File: config.mk
export PLATFORM = sky130hd
export DESIGN_NAME = voxel_block_allocator_core
export DESIGN_NICKNAME = d
export VERILOG_FILES = /design/src/rtl/vba_pkg.sv /design/src/rtl/vba_ram.sv /design/src/rtl/vba_free_list.sv /design/src/rtl/vba_cursor.sv /design/src/rtl/voxel_block_allocator_core.sv
export VERILOG_INCLUDE_DIRS = /design/src /design/src/rtl
export SDC_FILE = /design/constraint.sdc
export NUM_CORES = 1
export LEC_CHECK = 0
export ABC_AREA = 1
export BUFFER_PORTS_ARGS = -buffer_cell sky130_fd_sc_hd__buf_2
export CAP_MARGIN = 20
export CORE_MARGIN = 10
export CORE_UTILIZATION = 59
export DETAILED_ROUTE_END_ITERATION = 7
export GPL_ROUTABILITY_DRIVEN = 0
export GPL_TIMING_DRIVEN = 0
export PLACE_DENSITY_LB_ADDON = 0.05
export REMOVE_ABC_BUFFERS = 1
export SYNTH_ARGS = -nofsm -noshare
export SYNTH_HDL_FRONTEND = slang
export SYNTH_SLANG_ARGS = --single-unit
File: constraint.sdc
create_clock -name clk -period 10 [get_ports clk]
set_clock_uncertainty 0.2 [all_clocks]
set_input_delay 3 -clock clk [delete_from_list [all_inputs] [get_ports clk]]
set_output_delay 3 -clock clk [all_outputs]
set_load 0.01 [all_outputs]
File: src/rtl/assert_macros.svh
// Assertion helpers shared by the allocator modules.
`ifndef ASSERT_MACROS_SVH
`define ASSERT_MACROS_SVH

// A property that must hold at every clock edge outside reset.
`define VBA_ASSERT(lbl, clk, rst, prop, msg) \
  lbl: assert property (@(posedge clk) disable iff (rst) (prop)) else $error(msg);

// When cond holds at one edge, post must hold at the following edge.
`define VBA_ASSERT_NEXT(lbl, clk, rst, cond, post, msg) \
  lbl: assert property (@(posedge clk) disable iff (rst) (cond) |=> (post)) else $error(msg);

`endif

File: src/rtl/vba_pkg.sv
`timescale 1ns / 1ps
`default_nettype none

package vba_pkg;

  localparam int CFG_DATA_W  = 9;
  localparam int CFG_INDEX_W = 1;
  localparam int SLOT_W      = 4;
  localparam int CURSOR_W    = 49;
  localparam int FIRST_W     = 48;
  localparam int OFFSET_W    = 28;
  localparam int ORIGIN_W    = 16;
  localparam int BLOCK_W     = 8;
  localparam int SHAMT_W     = 5;
  localparam int GRID_W      = 9;
  localparam int LOG2_W      = 4;
  localparam int HEAD_EXT_W  = 9;

  localparam logic [GRID_W-1:0] GRID_RESET = 9'd16;
  localparam logic [GRID_W-1:0] GRID_MAX   = 9'd256;
  localparam logic [LOG2_W-1:0] LOG2_RESET = 4'd3;
  localparam logic [LOG2_W-1:0] LOG2_MAX   = 4'd8;

  typedef enum logic [CFG_INDEX_W-1:0] {
    CFG_GRID = 1'b0,
    CFG_LOG2 = 1'b1
  } cfg_index_t;

  typedef enum logic {
    OP_GENERATE = 1'b0,
    OP_RELEASE  = 1'b1
  } op_t;

  typedef enum logic [1:0] {
    STATUS_GENERATED = 2'd0,
    STATUS_RELEASED  = 2'd1,
    STATUS_EXHAUSTED = 2'd2,
    STATUS_NO_SLOT   = 2'd3
  } status_t;

  typedef struct packed {
    op_t               op;
    logic [SLOT_W-1:0] release_slot;
  } req_t;

  typedef struct packed {
    status_t             status;
    logic [SLOT_W-1:0]   slot;
    logic [FIRST_W-1:0]  morton_first;
    logic [CURSOR_W-1:0] morton_past;
    logic [OFFSET_W-1:0] data_offset;
    logic [ORIGIN_W-1:0] origin_x;
    logic [ORIGIN_W-1:0] origin_y;
    logic [ORIGIN_W-1:0] origin_z;
    logic [BLOCK_W-1:0]  block_x;
    logic [BLOCK_W-1:0]  block_y;
    logic [BLOCK_W-1:0]  block_z;
  } rsp_t;

  // Command to the free list: at most one of pop and push per cycle.
  typedef struct packed {
    logic              pop;
    logic              push;
    logic [SLOT_W-1:0] slot;
  } fl_cmd_t;

  // Geometry of the block that starts at the current cursor.
  typedef struct packed {
    logic [FIRST_W-1:0]  morton_first;
    logic [CURSOR_W-1:0] morton_past;
    logic [ORIGIN_W-1:0] origin_x;
    logic [ORIGIN_W-1:0] origin_y;
    logic [ORIGIN_W-1:0] origin_z;
    logic [BLOCK_W-1:0]  block_x;
    logic [BLOCK_W-1:0]  block_y;
    logic [BLOCK_W-1:0]  block_z;
  } geom_t;

endpackage

`default_nettype wire

File: src/rtl/vba_ram.sv
`timescale 1ns / 1ps
`default_nettype none

module vba_ram #(
  parameter int WIDTH = 8,
  parameter int DEPTH = 16
) (
  input  logic                     clk,
  input  logic                     we,
  input  logic [$clog2(DEPTH)-1:0] waddr,
  input  logic [WIDTH-1:0]         wdata,
  input  logic [$clog2(DEPTH)-1:0] raddr,
  output logic [WIDTH-1:0]         rdata
);

  logic [WIDTH-1:0] mem [DEPTH];

  // Read returns the contents from before a write in the same cycle.
  always_ff @(posedge clk) begin
    if (we) begin
      mem[waddr] <= wdata;
    end
    rdata <= mem[raddr];
  end

endmodule

`default_nettype wire

File: src/rtl/vba_free_list.sv
`timescale 1ns / 1ps
`default_nettype none
`include "assert_macros.svh"

module vba_free_list #(
  parameter int POOL_SLOTS = 16
) (
  input  logic                              clk,
  input  logic                              rst,
  input  vba_pkg::fl_cmd_t                  cmd,
  output logic [$clog2(POOL_SLOTS+1)-1:0]   head,
  output logic                              empty
);

  import vba_pkg::*;

  localparam int IDX_W  = $clog2(POOL_SLOTS);
  localparam int LINK_W = $clog2(POOL_SLOTS + 1);
  localparam logic [LINK_W-1:0] NULL_LINK = LINK_W'(POOL_SLOTS);

  // link always holds next_free[head]; the RAM port prefetches next_free[link].
  logic [LINK_W-1:0]     link;
  logic [POOL_SLOTS-1:0] valid;
  logic                  byp_hit;
  logic [LINK_W-1:0]     byp_data;
  logic                  rd_valid;

  logic [LINK_W-1:0] head_next;
  logic [LINK_W-1:0] link_next;
  logic [LINK_W-1:0] nf_link;
  logic              we;
  logic [IDX_W-1:0]  wa;
  logic [LINK_W-1:0] wd;
  logic [IDX_W-1:0]  rd_addr;
  logic              rd_in_range;
  logic [LINK_W-1:0] ram_q;

  always_comb begin
    // Entries never written still hold their reset link, index plus one.
    if (link >= NULL_LINK) begin
      nf_link = NULL_LINK;
    end else if (byp_hit) begin
      nf_link = byp_data;
    end else if (rd_valid) begin
      nf_link = ram_q;
    end else begin
      nf_link = link + LINK_W'(1);
    end

    head_next = head;
    link_next = link;
    we        = 1'b0;
    wa        = IDX_W'(cmd.slot);
    wd        = head;
    if (cmd.push) begin
      we        = 1'b1;
      head_next = LINK_W'(cmd.slot);
      link_next = head;
    end else if (cmd.pop) begin
      head_next = link;
      link_next = nf_link;
    end

    rd_in_range = (link_next < NULL_LINK);
    rd_addr     = rd_in_range ? IDX_W'(link_next) : '0;
  end

  always_ff @(posedge clk) begin
    if (rst) begin
      head     <= '0;
      link     <= LINK_W'(1);
      valid    <= '0;
      byp_hit  <= 1'b0;
      rd_valid <= 1'b0;
    end else begin
      head     <= head_next;
      link     <= link_next;
      if (we) begin
        valid[wa] <= 1'b1;
      end
      byp_hit  <= we && (wa == rd_addr) && rd_in_range;
      rd_valid <= valid[rd_addr] || (we && (wa == rd_addr));
    end
  end

  always_ff @(posedge clk) begin
    byp_data <= wd;
  end

  vba_ram #(
    .WIDTH(LINK_W),
    .DEPTH(POOL_SLOTS)
  ) u_links (
    .clk  (clk),
    .we   (we),
    .waddr(wa),
    .wdata(wd),
    .raddr(rd_addr),
    .rdata(ram_q)
  );

  assign empty = (head >= NULL_LINK);

  `VBA_ASSERT_NEXT(a_push_sets_head, clk, rst, cmd.push, head == $past(LINK_W'(cmd.slot)), "push did not move the head")
  `VBA_ASSERT_NEXT(a_pop_follows_link, clk, rst, cmd.pop && !cmd.push, head == $past(link), "pop did not follow the link")

endmodule

`default_nettype wire

File: src/rtl/vba_cursor.sv
`timescale 1ns / 1ps
`default_nettype none

module vba_cursor #(
  parameter int COORD_BITS = 16
) (
  input  logic                           clk,
  input  logic                           rst,
  input  logic                           advance,
  input  logic [vba_pkg::GRID_W-1:0]     grid_blocks_per_axis,
  input  logic [vba_pkg::LOG2_W-1:0]     block_width_log2,
  output logic                           exhausted,
  output logic [vba_pkg::SHAMT_W-1:0]    shamt,
  output vba_pkg::geom_t                 geom
);

  import vba_pkg::*;

  localparam int TW_W  = COORD_BITS + 17;
  localparam int IL_W  = 3 * COORD_BITS;
  localparam int CMP_W = 3 * COORD_BITS + CURSOR_W;
  localparam int AXW   = COORD_BITS + 16;

  logic [CURSOR_W-1:0] cursor;
  logic [CURSOR_W-1:0] step;
  logic [CURSOR_W-1:0] past;
  logic [LOG2_W-1:0]   lg;
  logic [GRID_W-1:0]   g;
  logic [TW_W-1:0]     tw_m1;
  logic [IL_W-1:0]     il;
  logic [CMP_W-1:0]    cur_pad;
  logic [AXW-1:0]      ax_x;
  logic [AXW-1:0]      ax_y;
  logic [AXW-1:0]      ax_z;

  always_comb begin
    lg    = (block_width_log2 > LOG2_MAX) ? LOG2_MAX : block_width_log2;
    g     = (grid_blocks_per_axis > GRID_MAX) ? GRID_MAX : grid_blocks_per_axis;
    shamt = SHAMT_W'(lg) + (SHAMT_W'(lg) << 1);
    step  = CURSOR_W'(1) << shamt;
    past  = cursor + step;

    // The last voxel of the grid, spread to every bit of its Morton triple,
    // is the highest code inside the grid.
    tw_m1 = (TW_W'(g) << lg) - TW_W'(1);
    for (int i = 0; i < COORD_BITS; i++) begin
      il[3*i +: 3] = {3{tw_m1[i]}};
    end
    exhausted = (g == '0) || (CMP_W'(cursor) > CMP_W'(il));

    // De-interleave: x from bit 0, y from bit 1, z from bit 2 of each triple.
    cur_pad = CMP_W'(cursor);
    ax_x    = '0;
    ax_y    = '0;
    ax_z    = '0;
    for (int i = 0; i < COORD_BITS; i++) begin
      ax_x[i] = cur_pad[3*i];
      ax_y[i] = cur_pad[3*i+1];
      ax_z[i] = cur_pad[3*i+2];
    end

    geom.morton_first = cursor[FIRST_W-1:0];
    geom.morton_past  = past;
    geom.origin_x     = ax_x[ORIGIN_W-1:0];
    geom.origin_y     = ax_y[ORIGIN_W-1:0];
    geom.origin_z     = ax_z[ORIGIN_W-1:0];
    geom.block_x      = BLOCK_W'(ax_x >> lg);
    geom.block_y      = BLOCK_W'(ax_y >> lg);
    geom.block_z      = BLOCK_W'(ax_z >> lg);
  end

  always_ff @(posedge clk) begin
    if (rst) begin
      cursor <= '0;
    end else if (advance) begin
      cursor <= past;
    end
  end

endmodule

`default_nettype wire

File: src/rtl/voxel_block_allocator_core.sv
`timescale 1ns / 1ps
`default_nettype none
`include "assert_macros.svh"

// Channel  | Ports                          | Beat taken when
// ---------+--------------------------------+-------------------------------
// command  | start, busy, req               | start high and busy low
// result   | done, result                   | done high (one cycle, no stall)
// config   | cfg_write, cfg_index, cfg_data | cfg_write high
//
// Every command beat is finished directly: the free-list head, the Morton
// cursor and the prefetched link feed one stage of logic into the result
// register, so a command can be taken in every cycle outside reset.
// The result beat appears on done/result in the cycle after its command.
// rst is synchronous and active high; busy is high only while rst is held.
// The link table needs no clearing pass: per-entry valid bits stand in for
// the reset contents, so the block is ready as soon as reset is released.
// The receiver cannot stall, so nothing ever holds a command off.

module voxel_block_allocator_core #(
  parameter int POOL_SLOTS = 16,
  parameter int COORD_BITS = 16
) (
  input  logic                              clk,
  input  logic                              rst,
  input  logic                              start,
  output logic                              busy,
  input  vba_pkg::req_t                     req,
  output logic                              done,
  output vba_pkg::rsp_t                     result,
  input  logic                              cfg_write,
  input  logic [vba_pkg::CFG_INDEX_W-1:0]   cfg_index,
  input  logic [vba_pkg::CFG_DATA_W-1:0]    cfg_data
);

  import vba_pkg::*;

  localparam int LINK_W = $clog2(POOL_SLOTS + 1);

  // Configuration registers.
  logic [GRID_W-1:0] grid_blocks_per_axis;
  logic [LOG2_W-1:0] block_width_log2;

  logic              accept;
  fl_cmd_t           fl_cmd;
  logic [LINK_W-1:0] head;
  logic              empty;
  logic              advance;
  logic              exhausted;
  logic [SHAMT_W-1:0] shamt;
  geom_t             geom;
  rsp_t              result_next;
  logic [HEAD_EXT_W-1:0] head_ext;
  logic [35:0]       offset_wide;

  // Commands are refused only while reset is applied.
  assign busy   = rst;
  assign accept = start && !busy;

  always_ff @(posedge clk) begin
    if (rst) begin
      grid_blocks_per_axis <= GRID_RESET;
      block_width_log2     <= LOG2_RESET;
    end else if (cfg_write) begin
      case (cfg_index)
        CFG_GRID: grid_blocks_per_axis <= cfg_data[GRID_W-1:0];
        CFG_LOG2: block_width_log2     <= cfg_data[LOG2_W-1:0];
        default: ;
      endcase
    end
  end

  // The free list holds the pool slots as a singly linked list.
  vba_free_list #(
    .POOL_SLOTS(POOL_SLOTS)
  ) u_free_list (
    .clk  (clk),
    .rst  (rst),
    .cmd  (fl_cmd),
    .head (head),
    .empty(empty)
  );

  // The cursor module checks the grid end and decodes the block geometry.
  vba_cursor #(
    .COORD_BITS(COORD_BITS)
  ) u_cursor (
    .clk                 (clk),
    .rst                 (rst),
    .advance             (advance),
    .grid_blocks_per_axis(grid_blocks_per_axis),
    .block_width_log2    (block_width_log2),
    .exhausted           (exhausted),
    .shamt               (shamt),
    .geom                (geom)
  );

  always_comb begin
    head_ext    = HEAD_EXT_W'(head);
    offset_wide = 36'(head_ext) << shamt;

    result_next = '0;
    fl_cmd      = '0;
    advance     = 1'b0;

    if (accept) begin
      case (req.op)
        OP_RELEASE: begin
          // Slots outside the pool are answered but leave the list alone.
          result_next.status = STATUS_RELEASED;
          result_next.slot   = req.release_slot;
          fl_cmd.push        = (int'(req.release_slot) < POOL_SLOTS);
          fl_cmd.slot        = req.release_slot;
        end
        OP_GENERATE: begin
          // The end of the grid is checked before the free list.
          if (exhausted) begin
            result_next.status = STATUS_EXHAUSTED;
          end else if (empty) begin
            result_next.status = STATUS_NO_SLOT;
          end else begin
            fl_cmd.pop               = 1'b1;
            advance                  = 1'b1;
            result_next.status       = STATUS_GENERATED;
            result_next.slot         = head_ext[SLOT_W-1:0];
            result_next.morton_first = geom.morton_first;
            result_next.morton_past  = geom.morton_past;
            result_next.data_offset  = offset_wide[OFFSET_W-1:0];
            result_next.origin_x     = geom.origin_x;
            result_next.origin_y     = geom.origin_y;
            result_next.origin_z     = geom.origin_z;
            result_next.block_x      = geom.block_x;
            result_next.block_y      = geom.block_y;
            result_next.block_z      = geom.block_z;
          end
        end
        default: ;
      endcase
    end
  end

  always_ff @(posedge clk) begin
    if (rst) begin
      done <= 1'b0;
    end else begin
      done <= accept;
    end
  end

  always_ff @(posedge clk) begin
    if (accept) begin
      result <= result_next;
    end
  end

  `VBA_ASSERT_NEXT(a_done_after_accept, clk, rst, start && !busy, done, "command beat without a result beat")
  `VBA_ASSERT(a_done_has_command, clk, rst, done |-> $past(start && !busy), "result beat without a command beat")
  `VBA_ASSERT(a_gen_range_grows, clk, rst, done && result.status == STATUS_GENERATED |-> result.morton_past > CURSOR_W'(result.morton_first), "generated block has an empty Morton range")

endmodule

`default_nettype wire

# Yosys cells after proc, flatten, opt, wreduce, memory -nomap -nowiden
# Memory sizes are Yosys's and may differ from the RTL's. A register that Yosys moved wholly into a read port is not among the register bits.
# Cells that the tools add are included.
# totals
regBits	299
ram_bits	80
input_bits	19
output_inout_bits	205
word_cells	87
memories	1
# op_classes
add_sub_neg	4
n_lt_le_gt_ge	9
n_eq_ne	1
shift	6
n_mux	28
bitwise_logic	3
reduce_logical	13
# memory_table
name	words	width	rd	rd_clocked_by_memory_dff	wr	line_no	source
u_free_list.u_links.mem	16	5	1	1	1	vba_ram.sv:16	logic [WIDTH-1:0] mem [DEPTH];
# op_table
op	n
$mux 201	2
$add 49x49->49	1
$gt 49x48->1	1
$shl 1x5->49 const A	1
$shr 16x4->8	3
$mux 5	6
$shl 5x5->28	1
$mux 4	4
$or 16x16->16	1
$shl 9x4->16	1
$sub 16x1->16 const B	1
$pmux 6 s2	1
$ge 5x5->1 const B	2
$lt 4x5->1 const B	2
$gt 9x9->1 const B	1
$logic_not 9->1	1
$mux 1	9
$mux 9	1
$mux 6	1
$add 4x5->5	1
$add 5x1->5 const B	1
$lt 5x5->1 const B	1
$bmux 1 s4	1
$demux 1 s4	1
other kinds (12)	19

# Longest topological paths before layout
# Gate-level depths: netlist (run 1).
# depth
ltp_word	16
ltp_mapped	46
mapped_depth_nobuf	42

# By module
# A second synthesis (run 1) with hierarchy kept.
# unflattened
cells_unflattened	2760
hier_area_um2	22356.4
# modules_own_cells
module	instances	cells_per_inst	area_each_um2	seq_area_each_um2
voxel_block_allocator_core	1	766	8660.8	6376.1
vba_cursor	1	1386	8276.7	980.9
vba_ram	1	355	3733.6	2502.4
vba_free_list	1	253	1685.4	660.6

# Least setup slack after synthesis (run 1)
# OpenSTA, ideal clock, no wires.
# synth_path
path_type	input to register
startpoint	in rst
endpoint	reg u_free_list.u_links.rdata[0] (read register of u_free_list.u_links.mem)
setup_ps	113
arrival_time_ps	7851
required_ps	9687
path_slack_ps	1835
cell_stages	13
n_path_buf	2
path_cell_list	clkbuf_1 > clkinv_1 > nand2_1 > inv_1 > nand3_1 > nand3_2 > nand3_4 > buf_6 > or2_0 > o211ai_1 > nand3_1 > nand3_1 > nand2_1
# synth_between
elab_chain_cells	7
# synth_lines
item	line_no	source
from (decl)	voxel_block_allocator_core.sv:25	input logic rst,
$logic_not 1->1 *	voxel_block_allocator_core.sv:58	assign accept = start && !busy;
$logic_and 1x1->1 *	voxel_block_allocator_core.sv:58	
via accept	voxel_block_allocator_core.sv:44	logic accept;
$mux 6 *	voxel_block_allocator_core.sv:106	if (accept) begin
$mux 5	vba_free_list.sv:59	end else if (cmd.pop) begin
$mux 5 *	vba_free_list.sv:55	if (cmd.push) begin
$lt 5x5->1	vba_free_list.sv:64	rd_in_range = (link_next < NULL_LINK);
$mux 4 *	vba_free_list.sv:65	rd_addr = rd_in_range ? IDX_W'(link_next) : '0;
to (decl)	vba_ram.sv:13	output logic [WIDTH-1:0] rdata
# The timed path passes the listed nets; every way through them passes the cells marked *.
# A chain may end at the register's enable or synchronous reset.

# Worst setup path after layout (run 1)
# layout_path
startpoint	reg block_width_log2[3]
endpoint	reg u_free_list.rd_valid
# layout_between
elab_chain_cells	16
elab_cells_between_ends	18
classes_between	add/sub (1); order compare (3); eq/ne (1); shift (1); mux (9); reduce/logical (3)
# layout_lines
item	line_no	source
from (decl)	voxel_block_allocator_core.sv:42	logic [LOG2_W-1:0] block_width_log2;
from (signal assigned)	voxel_block_allocator_core.sv:67	CFG_LOG2: block_width_log2 <= cfg_data[LOG2_W-1:0];
$gt 4x4->1	vba_cursor.sv:37	lg = (block_width_log2 > LOG2_MAX) ? LOG2_MAX : block_width_log2;
$mux 4 *	vba_cursor.sv:37	
$shl 9x4->16 *	vba_cursor.sv:45	tw_m1 = (TW_W'(g) << lg) - TW_W'(1);
$sub 16x1->16 *	vba_cursor.sv:45	
$gt 49x48->1 *	vba_cursor.sv:49	exhausted = (g == '0) || (CMP_W'(cursor) > CMP_W'(il));
$logic_or 1x1->1 *	vba_cursor.sv:49	
$mux 1 *	voxel_block_allocator_core.sv:117	if (exhausted) begin
$mux 1 *	voxel_block_allocator_core.sv:107	case (req.op)
$mux 6 *	voxel_block_allocator_core.sv:106	
$mux 5 *	vba_free_list.sv:59	
$mux 5 *	vba_free_list.sv:55	
$lt 5x5->1	vba_free_list.sv:64	
$mux 4 *	vba_free_list.sv:65	
$bmux 1 s4 or $eq 4x4->1 (tied branches)	vba_free_list.sv:82	rd_valid <= valid[rd_addr] || (we && (wa == rd_addr));
$mux 1 (not written as such) or $logic_and 1x1->1 (tied branches)	vba_free_list.sv:82	
$logic_or 1x1->1 *	vba_free_list.sv:82	
to (signal assigned)	vba_free_list.sv:82	
to (decl)	vba_free_list.sv:26	logic rd_valid;
# Every way passes the cells marked *; elsewhere a longest branch is shown, timed or not. The select of a mux whose other input is x is not followed.

==> results of run 1 <==
## Yosys cell counts (19+ instances only)
library cell / number
nand2_1: 392
nor2_1: 372
edfxtp_1: 235
inv_1: 212
nand3_1: 129
o21ai_0: 129
a21oi_1: 105
dfxtp_1: 101
ha_1: 71
clkbuf_1: 58
buf_4: 55
xor2_1: 42
o211ai_1: 37
o21ai_1: 27
nor3_1: 25
o22ai_1: 19
## flip-flops by register name, summed over array words and instances (netlist names)
name and cells:
u_free_list.u_links.mem 80, u_free_list.head 5, result 155, u_free_list.link 5, done 1, u_free_list.u_links.rdata 5, block_width_log2 4, u_free_list.byp_hit 1
u_cursor.cursor 49, u_free_list.valid 16, u_free_list.byp_data 5, grid_blocks_per_axis 9, u_free_list.rd_valid 1
## critical path, delay by kind of cell, from the launching register on
| family | cells | cell delay (ns) |
|---|---|---|
| XOR/XNOR | 1 | 0.16 |
| adder cells (fa/ha/maj) | 1 | 0.33 |
| buffers and inverters | 6 | 1.35 |
| flip-flops | 1 | 1.06 |
| AND/OR/NAND/NOR | 25 | 5.95 |
## path summary, 6_finish.rpt
path	cells after the start	startpoint	slack, ns	endpoint
min reg2reg	1	u_free_list.valid[8]$_SDFFE_PP0P_	0.27	u_free_list.valid[8]$_SDFFE_PP0P_
max	33	block_width_log2[3]$_SDFFE_PP0P_	0.80	u_free_list.rd_valid$_SDFF_PP0_
max reg2reg	33	block_width_log2[3]$_SDFFE_PP0P_	0.80	u_free_list.rd_valid$_SDFF_PP0_
min	1	u_free_list.valid[8]$_SDFFE_PP0P_	0.27	u_free_list.valid[8]$_SDFFE_PP0P_
## routing by layer
metal / vias up / track usage, %
met5: - / 0
met4: 0 / 8.14
met3: 97 / 4.96
met2: 744 / 41.3
met1: 7465 / 36.2
li1: 7654 / -
## report_power, final
part,leakage [nW],internal (mW),switching [mW]
Combinational,4.99,0.242,0.571
Sequential,3.03,1.55,0.0441
Clock,0.555,0.741,0.546
Total,8.57,2.54,1.16
## final cells by class
cell class	count	area, um2	share of cell area (%)
Tap cell	402	503	2.41
Multi-Input combinational cell	1520	7970	38.3
Clock buffer	54	1030	4.94
Clock inverter	11	100	0.480
Timing Repair Buffer	232	1300	6.24
Inverter	224	852	4.09
Sequential cell	336	9080	43.6
## cells by family (layout without fill, tap and decap cells)
| kind of cell | Yosys count | after routing | share of synthesized area (%) |
|---|---|---|---|
| buffers and inverters | 364 | 521 | 8.77 |
| xor gates and xnor gates | 58 | 58 | 2.72 |
| muxes | 9 | 9 | 0.482 |
| adders and majority gates | 73 | 73 | 4.97 |
| DFF | 336 | 336 | 48.6 |
| and+or+nand+nor | 1005 | 1005 | 23.0 |
| AOI/OAI and AO/OA | 375 | 375 | 11.4 |
## through the flow
stage | utilization [%] | hold slack (ns)
2_1_floorplan | - | 0.229
3_3_place_gp | 62.1 | 0.247
3_5_place_dp | 62.7 | 0.255
4_1_cts | 66.3 | 0.268
5_1_grt | 66.4 | 0.289
6_report | 66.4 | 0.268
==> results_dict.tcl, run 1 <==
set metrics [dict create \
    clock_path_buffers 3 \
    cts_tree "done" \
    synth_area_leaders "edfxtp_1, dfxtp_1, nand2_1" \
    final_common_cell "nand2_1" \
    dp_cells 2713 \
    max_freq_mhz 109 \
    drt_iter0_markers 1568 \
    clock_sinks 336 \
    timing_hold_violations_final 0 \
    fin_crit_ns 9.20 \
    final-setup-viol-count 0 \
    ys_warn_count 0 \
    cpPeakStageDelay_ns 1.06 \
    required_ns 10.27 \
    power_density_nw_per_um2 177 \
    die_h_um 198 \
    antenna_cells 0 \
    h-tree-depth 2 \
    async_reset_ff_share_pct 0 \
    port-buffer-count 223 \
    layout.cells.non_filler 2779 \
    area_growth_syn_to_layout_pct 11.6 \
    synth_edf_count 235 \
    leakagePower_nw 8.57 \
    ys_ff_latch 336 \
    setup_slack_ns 0.799 \
    grt_pass1_vias 14900 \
    start_util_pct 59.5 \
    core-area_um2 31400 \
    slew_headroom_pct 25.7 \
    wl_um 52400 \
    tightest_slew_ns 1.11 \
    cts-root-buf "clkbuf_16" \
    placed_area_um2 19700 \
    dieWidth_um 198 \
    hp-class "register to register" \
    cap_violations 0 \
    maxSlewViolCount 0 \
    path_clk_slew_ns 0.06 \
    wl_met1_um 22400 \
    mostFrequentLayoutCells "nand2_1, nor2_1, edfxtp_1, buf_2, inv_1" \
    syn_area_per_cell_um2 8.41 \
    clk_latency_ns 0.53 \
    drtPass1Iterations 6 \
    dieArea_um2 39200 \
    synth_area_leader_cell "edfxtp_1" \
    wl_met3_um 4720 \
    timing.final.crit_share_pct 92.0 \
    nets 2442 \
    rsz0062_at_grt "false" \
    antenna_found_initial 0 \
    ctsHoldBuffers 0 \
    ant_nets 0 \
    path_common_cell "nand3_1" \
    numCtsBuffers 36 \
    vias 16000 \
    critPathMaxFanout 105 \
    dp_hpwl_um 37700 \
    seq_area_frac_synth_pct 48.6 \
    synth_cells 2220 \
    highest_layer "met4" \
    postCtsSetupBuffers 0 \
    wl_met2_um 23700 \
    outcome "finished clean" \
    drive_gt1_share_pct 14.6 \
    vdd_drop_max_uv 163 \
    core.rowCount 65 \
    grt_pass1_wl_um 82000 \
    path_class "register to register" \
    vias_per_cell 5.74 \
    startpoint_type "register" \
    preCtsSetupSlack_ns 1.06 \
    crit_path_end_kind "register" \
    synthFlopType "edfxtp_1" \
    worstPathArrival_ns 9.47 \
    drc 0 \
    io-pin-count 224 \
    nFillCells 2661 \
    grt_max_degree 106 \
    tns_ns 0 \
    synth_top_area_share_pct 37.8 \
    finalPower_mw 3.70 \
    crit_slowest_cell "dfxtp_1" \
    yosysUniqueCellTypes 52 \
    wl_per_cell_um 18.9 \
    ctsResizeCount 0 \
    grt_overflow_total 0 \
    grt_usage_pct 26.3 \
    synth_area_um2 18700 \
    final_area_um2 20800 \
]
(Power assumes the default switching activity.)
==> inputs of run 2 (changes only) <==
CORE_UTILIZATION = 55   (was 59)
==> run 2 against run 1 <==
Net effect:
- non-clock buffer count unchanged
- sequential cell count did not move
- first-iteration DRC count up 1.9%
- global-route usage fell by 1.2 points
- core utilization shrank 3.9 points
- via count decreased by 0.50%
- register-to-register slack improved by 0.56 ns
- sequential power about the same
- critical endpoint unchanged
- largest power group unchanged
==> results_dict.tcl, run 2 (same netlist as run 1, synthesis figures left out) <==
set metrics [dict create \
    cts-root-buf "clkbuf_16" \
    multi_input_area_um2 7970 \
    drc 0 \
    slew_headroom_pct 22.8 \
    hold_slack_ns 0.277 \
    antenna_found_initial 0 \
    wl_um 53700 \
    clock_path_buffers 3 \
    crit_slowest_cell "nand2_4" \
    path_class "register to register" \
    dieArea_um2 41700 \
    hp-class "register to register" \
    drt_iter0_markers 1598 \
    clock_sinks 336 \
    leakagePower_nw 8.60 \
    io-pin-count 224 \
    clk_latency_ns 0.56 \
    ant_nets 0 \
    timing_hold_violations_final 0 \
    final_common_cell "nand2_1" \
    port-buffer-count 223 \
    crit_path_end_kind "register" \
    grt_usage_pct 25.1 \
    worstPathArrival_ns 8.92 \
    tns_ns 0 \
    core-area_um2 33500 \
    antenna_cells 0 \
    grt_max_degree 106 \
    start_util_pct 55.7 \
    grt_pass1_vias 15100 \
    path_common_cell "nand3_1" \
    finish.utilization_pct 62.5 \
    seqCellArea_um2 9080 \
    mostFrequentLayoutCells "nand2_1, nor2_1, edfxtp_1, buf_2, inv_1" \
    required_ns 10.28 \
    power_density_nw_per_um2 178 \
    vias_per_cell 5.62 \
    placed_area_um2 19700 \
    timing.final.crit_share_pct 86.5 \
    nFillCells 2971 \
    dp_hpwl_um 38700 \
    wl_per_cell_um 19.0 \
    cap_violations 0 \
    ctsHoldBuffers 0 \
    tightest_slew_ns 1.16 \
    setup.worst_path.start "block_width_log2[3]$_SDFFE_PP0P_" \
    cpPeakStageDelay_ns 0.73 \
    critPathMaxFanout 105 \
    vdd_drop_max_uv 115 \
    h-tree-depth 2 \
    grt_overflow_total 0 \
    area_growth_syn_to_layout_pct 12.2 \
    die_h_um 204 \
    outcome "finished clean" \
    drtPass1Iterations 6 \
    reg_top3 "result: 155 flops, u_free_list.u_links.mem: 80 flops, u_cursor.cursor: 49 flops" \
    final-setup-viol-count 0 \
    max_freq_mhz 116 \
    fin_crit_ns 8.65 \
    dieWidth_um 204 \
    vias 15900 \
    path_clk_slew_ns 0.07 \
    postCtsSetupBuffers 0 \
    maxSlewViolCount 0 \
    cts_tree "done" \
    startpoint_type "register" \
    rsz0062_at_grt "false" \
    rr_startpoint "block_width_log2[3]$_SDFFE_PP0P_" \
    largest_reg_flops 155 \
    nets 2443 \
    hp-start "grid_blocks_per_axis[5]$_SDFFE_PP0P_" \
    drive_gt1_share_pct 14.5 \
    grt_pass1_wl_um 83800 \
    largest-register "result" \
    ctsResizeCount 0 \
    final_area_um2 20900 \
    numCtsBuffers 37 \
    core.rowCount 67 \
]
## run 2: cell types whose count changed in the layout (fill, tap and decap cells not counted), moves of 2 or more
cell | before | now
buf_12 | 4 | 2
clkbuf_1 | 12 | 14
clkbuf_16 | 36 | 38
inv_4 | 4 | 2
## run 2: report_power, final
group,internal (mW),switching [mW]
sequential,1.55,0.0422
clock,0.755,0.565
combinational,0.242,0.579
total,2.55,1.19
## run 2: cell type report
type / instances / area share (%)
flip-flops and latches: 336 / 43.3
multi-input cells: 1520 / 38.1
repair buffers: 232 / 6.21
clock buffers: 58 / 5.15
inverters: 224 / 4.07
well taps: 448 / 2.68
clock inverters: 10 / 0.496
## run 2: critical path: cells and delay by family, from the launching register on
kind	cells	cell delay, ns
xor gates and xnor gates	1	0.15
adders and majority gates	1	0.31
buffers and inverters	7	1.41
DFF	1	0.47
and+or+nand+nor	25	5.92
## run 2: worst paths after layout
kind / to / slack, ns / depth (start not counted)
max: u_free_list.rd_valid$_SDFF_PP0_ / 1.35 / 34
min: grid_blocks_per_axis[5]$_SDFFE_PP0P_ / 0.28 / 2
max reg2reg: u_free_list.rd_valid$_SDFF_PP0_ / 1.35 / 34
min reg2reg: grid_blocks_per_axis[5]$_SDFFE_PP0P_ / 0.28 / 2
## run 2: stage by stage
stage	worst slack [ns]	power (mW)	cells
floorplan	-0.0488	2.16	2080
global placement	-4.35	2.40	2751
detailed placement	0.934	2.43	2759
CTS	0.858	3.74	2827
global route	0.696	3.91	2828
finish	1.35	3.74	2828
## run 2: metal layers
metal / GRT usage (%) / vias to the layer above / wire length, um
met5: 0 / - / 0
met4: 7.30 / 0 / 1340
met3: 4.88 / 90 / 4800
met2: 39.4 / 707 / 24300
met1: 34.5 / 7427 / 23300
li1: - / 7656 / -
